## config.mk

```make
export PLATFORM = sky130hd
export DESIGN_NAME = rqsi_ctrl
export DESIGN_NICKNAME = d
export VERILOG_FILES = /design/src/rtl/rqsi_pkg.sv /design/src/rtl/rqsi_ctrl.sv
export SDC_FILE = /design/constraint.sdc
export NUM_CORES = 1
export LEC_CHECK = 0
export BUFFER_PORTS_ARGS = -buffer_cell sky130_fd_sc_hd__clkbuf_2
export CAP_MARGIN = 20
export CORE_AREA = 2 2 39 41
export CTS_CLUSTER_SIZE = 30
export DETAILED_ROUTE_END_ITERATION = 10
export DIE_AREA = 0 0 41 43
export PLACE_DENSITY = 0.31
export SLEW_MARGIN = 5
export SYNTH_ARGS = -nofsm -noshare
export SYNTH_HDL_FRONTEND = slang
export SYNTH_SLANG_ARGS = --single-unit
```

## constraint.sdc

```tcl
create_clock -name clock -period 0.8 [get_ports clock]
set_input_delay 0.08 -clock clock [delete_from_list [all_inputs] [get_ports clock]]
set_output_delay 0.08 -clock clock [all_outputs]
set_load 0.01 [all_outputs]
```

## src/rtl/rqsi_pkg.sv

```systemverilog
// -----------------------------------------------------------------------------
// rqsi_pkg: shared types and constants of the ready queue
// Sizes, field widths, item and status codes, controller state and command.
// -----------------------------------------------------------------------------
package rqsi_pkg;

   // queue geometry
   localparam int QUEUE_DEPTH = 64;
   localparam int CNT_W       = $clog2(QUEUE_DEPTH + 1);

   // field widths
   localparam int ID_W     = 16;
   localparam int PRIO_W   = 8;
   localparam int RT_W     = 16;
   localparam int KEY_W    = 16;
   localparam int STATUS_W = 2;
   localparam int OCC_W    = 7;
   localparam int MODE_W   = 2;

   // configuration port
   localparam int CSR_ADDR_W = 3;
   localparam int CSR_DATA_W = 32;

   // item kinds
   localparam logic KIND_INSERT = 1'b0;
   localparam logic KIND_POP    = 1'b1;

   // order modes (mode 3 behaves as remaining-time order)
   localparam logic [MODE_W-1:0] MODE_FIFO = 2'd0;
   localparam logic [MODE_W-1:0] MODE_PRIO = 2'd1;

   // result status codes
   localparam logic [STATUS_W-1:0] STATUS_DONE  = 2'd0;
   localparam logic [STATUS_W-1:0] STATUS_EMPTY = 2'd1;
   localparam logic [STATUS_W-1:0] STATUS_FULL  = 2'd2;

   // controller states
   typedef enum logic [1:0] {
      ST_IDLE,
      ST_COMPARE,
      ST_UPDATE
   } state_type;

   // controller to datapath commands
   typedef struct packed {
      logic load_item;
      logic compare;
      logic update;
   } dp_cmd_type;

endpackage

```

## src/rtl/rqsi_ctrl.sv

```systemverilog
// -----------------------------------------------------------------------------
// rqsi_ctrl: sequencer of the ready queue
// Steps each item through capture, key compare and cell update, and owns
// the request ready and response valid flags.
// -----------------------------------------------------------------------------
module rqsi_ctrl (
   input  logic                 clock,
   input  logic                 reset,
   input  logic                 req_valid,
   output logic                 req_ready,
   output logic                 rsp_valid,
   input  logic                 rsp_ready,
   output rqsi_pkg::dp_cmd_type cmd
);

   rqsi_pkg::state_type state_ff, state_in;
   logic                rsp_valid_ff, rsp_valid_in;

   // state and response flag registers
   always_ff @(posedge clock) begin
      if (reset) begin
         state_ff     <= rqsi_pkg::ST_IDLE;
         rsp_valid_ff <= 1'b0;
      end else begin
         state_ff     <= state_in;
         rsp_valid_ff <= rsp_valid_in;
      end
   end

   // next state and commands
   always_comb begin
      state_in      = state_ff;
      cmd           = '0;
      req_ready     = 1'b0;
      rsp_valid_in  = rsp_valid_ff;
      // drop the pending result once its beat is taken
      if (rsp_valid_ff && rsp_ready) begin
         rsp_valid_in = 1'b0;
      end
      case (state_ff)
         rqsi_pkg::ST_IDLE: begin
            req_ready = 1'b1;
            if (req_valid) begin
               cmd.load_item = 1'b1;
               state_in      = rqsi_pkg::ST_COMPARE;
            end
         end
         rqsi_pkg::ST_COMPARE: begin
            cmd.compare = 1'b1;
            state_in    = rqsi_pkg::ST_UPDATE;
         end
         rqsi_pkg::ST_UPDATE: begin
            // hold until the output register is free
            if (!rsp_valid_ff || rsp_ready) begin
               cmd.update   = 1'b1;
               rsp_valid_in = 1'b1;
               state_in     = rqsi_pkg::ST_IDLE;
            end
         end
         default: begin
            state_in = rqsi_pkg::ST_IDLE;
         end
      endcase
   end

   assign rsp_valid = rsp_valid_ff;

endmodule

```

Yosys cells after proc, flatten, opt, wreduce, memory -nomap -nowiden:

Cells that the tools add are included.

* reductions and logical operators: 5
* equality and inequality tests: 4
* muxes and demuxes: 12

Operators with widths (number)
* $mux W1: 9
* $pmux W2 S3: 1
* $mux W2: 2
* $ne A2 B2 Y1 const B: 2
* $eq A2 B1 Y1 const B: 1
* $eq A2 B2 Y1 const B: 1
* $logic_not A2 Y1: 1
* $reduce_and A2 Y1: 1
* $logic_and A1 B1 Y1: 1
* $logic_not A1 Y1: 1
* $logic_or A1 B1 Y1: 1

* flip-flop bits (word level): 3
* output and inout port bits: 5

Depth between registers and ports, before layout:

* depth in word-level cells: 4
* mapped depth: 2
* mapped depth without buffers: 2

Least setup slack after synthesis:

No wires, ideal clock.

* path kind: register -> register
* start point: reg state_ff[1]
* end point: reg state_ff[1]
* setup slack: -49 ps
* required time: 685 ps
* setup time: 115 ps
* arrival: 734 ps
* cell stages (with the launch flop): 3
* buffers on the path: 0
* clock period less this slack: 849 ps
* cell sequence: dfxtp_1 and2b_4 o21ba_1

* longest elaborated chain between the ends: 3

Ends and longest elaborated chain
* from (decl): line rqsi_ctrl.sv:16 `rqsi_pkg::state_type state_ff, state_in;`
* from (signal assigned): line rqsi_ctrl.sv:22 `state_ff <= rqsi_pkg::ST_IDLE;`
* from (signal assigned): line rqsi_ctrl.sv:25 `state_ff <= state_in;`
* $eq A2 B2 Y1 or $logic_not A2 Y1 (tied branches): line rqsi_ctrl.sv:40 `case (state_ff)`
* $ne A2 B2 Y1 (no source line)
* $reduce_and A2 Y1 (no source line)

Parallel ways exist; a longest one is shown, timed or not.
A chain may end at the register's enable or synchronous reset.

==> results_tabular.tex <==
\begin{tabular}{lr}
\hline
Metric & Value \\
\hline
\multicolumn{2}{l}{\textbf{CTS}} \\
\# H-tree levels & 1 \\
Cell chosen for the clock root & sky130\_fd\_sc\_hd\_\_clkbuf\_4 \\
Clock transition at path regs & approximately 0.04 ns \\
Num CTS Buffers & 3 \\
Total setup buffers inserted after CTS & 0 \\
Clock tree sinks & 3 \\
Worst-Skew Late Latency & between 0.2 and 0.25 ns \\
Maximum number of buffers from clock root to sink & 2 \\
CTS tree & done \\
\multicolumn{2}{l}{\textbf{Drt}} \\
Routed length per instance & between 7 and 8 um \\
Initial detailed-routing violation count & 0 \\
Number of optimization iterations in the first detailed-route pass & 1 \\
Post-route DRC violation count & 0 \\
DR vias/cell & around 3.2 \\
Post-detailed-routing wire length & just over 300 um \\
Total number of vias & between 100 and 150 \\
Remaining number of nets flagged by the antenna check after routing & 0 \\
\multicolumn{2}{l}{\textbf{STA}} \\
Worst-Margin Slew & between 0.1 and 0.15 ns \\
Final-report max-slew violation count & 0 \\
Hold Fails Final Rpt & 0 \\
Final setup margin & -0.215 ns \\
Highest Clock Rate & between 0.9 and 1 GHz \\
Setup repair after global routing missed its margin & true \\
Period Utilization, post-route & 127\% \\
Slew headroom & around nine tenths \\
Final Skew & between 0.004 and 0.005 ns \\
Setup Viol. Count Final & 5 \\
Period minus WS final & between 1 and 1.5 ns \\
\multicolumn{2}{l}{\textbf{Setup path}} \\
List of cells traversed by the critical path & and2b\_4, buf\_6 \\
Critical Path AT & about 0.94 ns \\
Launching element type of the critical path & flip-flop \\
Classification of the worst setup path & reg2out \\
Required time reported for the critical path endpoint & just over 0.7 ns \\
Slowest cell on crit path & sky130\_fd\_sc\_hd\_\_dfxtp\_4 \\
Length in cells of the worst reg-to-reg path & 2 \\
CP Capture Type & primary output \\
Reg2reg end & state\_ff[1] \\
Minimum setup slack among reg-to-reg paths & -0.04 ns \\
CP peak stage delay & 0.35 ns \\
Reg2Reg Launch Point & state\_ff[1] \\
Max FO, Critical Path & 5 \\
\multicolumn{2}{l}{\textbf{Floorplanning}} \\
Height of the chip & 43 um \\
Die span in x & about 41 um \\
Initial Utilization & about a tenth \\
Number of placement rows & 14 \\
Placeable core area & roughly 0.0014 mm2 \\
I/O pins & 9 \\
Total Die Area & 0.00176 mm2 \\
\multicolumn{2}{l}{\textbf{Layout}} \\
Share of layout cells above drive strength 1 & just under 70\% \\
Non-filler cells, final & roughly 40 \\
Final standard cell utilization of the core & $\sim$18\% \\
Layout Nets & 30 \\
Most frequent cells in the layout & sky130\_fd\_sc\_hd\_\_buf\_2 (4), sky130\_fd\_sc\_hd\_\_clkbuf\_4 (3), sky130\_fd\_sc\_hd\_\_clkbuf\_2 (3) \\
Antenna cells & 0 \\
Most common library cell in the layout ignoring fill and taps & sky130\_fd\_sc\_hd\_\_buf\_2 \\
Area added between synthesis and finish & 76.6\% \\
\multicolumn{2}{l}{\textbf{Pwr}} \\
Areal power density over the cells & 2000 mW/mm2 \\
Total leakage power & 0.118 nW \\
IR drop worst, VDD & roughly 330 uV \\
\multicolumn{2}{l}{\textbf{Global route}} \\
Met2 Use GR & under 10\% \\
Pin count of the biggest net entering global routing & 6 \\
GR Overflow Total & 0 \\
Via count of the first global-routing pass & 131 \\
Global-route layer with the greatest usage & met4 \\
Initial antenna violation count & 0 \\
GRT Total Usage & approximately 4.9\% \\
Global routing met3 resource utilization & 3.14\% \\
Fraction of met1 tracks used by global routing & 3.86\% \\
Wire length of the first global-routing pass & roughly 480 um \\
\multicolumn{2}{l}{\textbf{Worst hold path}} \\
Hold/Removal Path Class & in2reg \\
Hold EP & rsp\_valid \\
Number of instances on the worst hold path & 2 \\
Hold Startpoint & reset \\
\multicolumn{2}{l}{\textbf{Run status}} \\
Result of the run & complete, but fails checks \\
Violated checks & negative setup slack \\
\multicolumn{2}{l}{\textbf{Logic synthesis}} \\
Post-Synthesis Net Count & 17 \\
Syn Area/Cell & between 10 and 15 um2 \\
Mapped cell area & 139 um2 \\
Synth unique cells & 9 \\
Number of synthesized register bits & 3 \\
Number of warnings reported in the yosys synthesis log & 0 \\
Post-synthesis sequential area ratio & a little over two fifths \\
Number of cells produced by synthesis & 13 \\
\multicolumn{2}{l}{\textbf{Placement}} \\
Placed Cells & 37 \\
Port Buf Inserts & 8 \\
Global placement routability congestion & 0.535 \\
\multicolumn{2}{l}{\textbf{Job}} \\
Max capacitance violation total & 0 \\
\hline
\end{tabular}
## kinds of logic (layout without fill, tap and decap cells)
logic type	Yosys count	after routing	share of synthesized area, %
AND/OR/NAND/NOR	8	8	45.9
flip-flops	3	3	43.2
AO/OA/AOI/OAI	2	2	10.8
buffers and inverters	0	12	0
## what timing repair did
action                                  in CTS  in global routing
resized for setup                            1                  8
cloned                                       0                  0
endpoints found under the setup margin       5                  7
pin swaps                                    1                  0
hold buffers                                 0                  0
## stage by stage
stage | power [mW] | worst slack, ns | area, um2 | hold slack, ns | TNS (ns)
after floorplan | 0.199 | 0.00181 | 141 | 0.144 | 0
after global placement | 0.225 | -0.0197 | 201 | 0.280 | -0.0197
after detailed placement | 0.225 | -0.0299 | 201 | 0.276 | -0.0326
after CTS | 0.510 | -0.247 | 235 | 0.0264 | -0.864
after global routing | 0.527 | -0.267 | 245 | 0.0317 | -0.987
final | 0.491 | -0.215 | 245 | 0.0275 | -0.732
## Yosys cell counts (all sizes together)
cell type  n  area (um2)
and2b      1        10.0
nor3b      1        12.5
a21oi      1        5.00
dfxtp      3        60.1
and4bb     1        12.5
o21ba      1        10.0
nand2b     2        12.5
nor2       1        3.75
nor2b      2        12.5
## worst max-delay path, delay by kind of cell, from the launching register on
kind | cells | cell delay, ns
AND/OR/NAND/NOR | 1 | 0.25
flip-flops | 1 | 0.35
buffers and inverters | 1 | 0.09
## how the worst max path moves through the flow
stage | endpoint | cells after the start | startpoint
after detailed placement | state_ff[1] | 2 | state_ff[0]
after floorplan | state_ff[1] | 2 | state_ff[1]
final | cmd[1] | 2 | state_ff[1]
after CTS | cmd[1] | 2 | state_ff[1]
after global routing | cmd[0] | 3 | state_ff[0]
after global placement | state_ff[1] | 2 | state_ff[0]
## flip-flops by register name (all words and copies together) (netlist names)
| name | flops |
|---|---|
| state_ff | 2 |
| rsp_valid | 1 |
## power breakdown
group          switching, mW  total, mW  leakage (nW)  internal, mW
combinational         0.0238     0.0625        0.0769        0.0388
clock                 0.0765      0.263        0.0150         0.187
sequential           0.00862      0.165        0.0261         0.157
total                  0.109      0.491         0.118         0.382
## final cells by class
type                    count  area [um2]
flip-flops and latches      3        66.3
multi-input cells          10        86.3
repair buffers              8        46.3
fillers                   161        1140
clock buffers               4        26.3
well taps                  16        20.0
## layer usage
layer / up-vias / wire length [um]
met3: 0 / 22
met1: 57 / 101
met4: 0 / 0
met2: 5 / 182
li1: 70 / -
met5: - / 0
(Power assumes the default switching activity.)
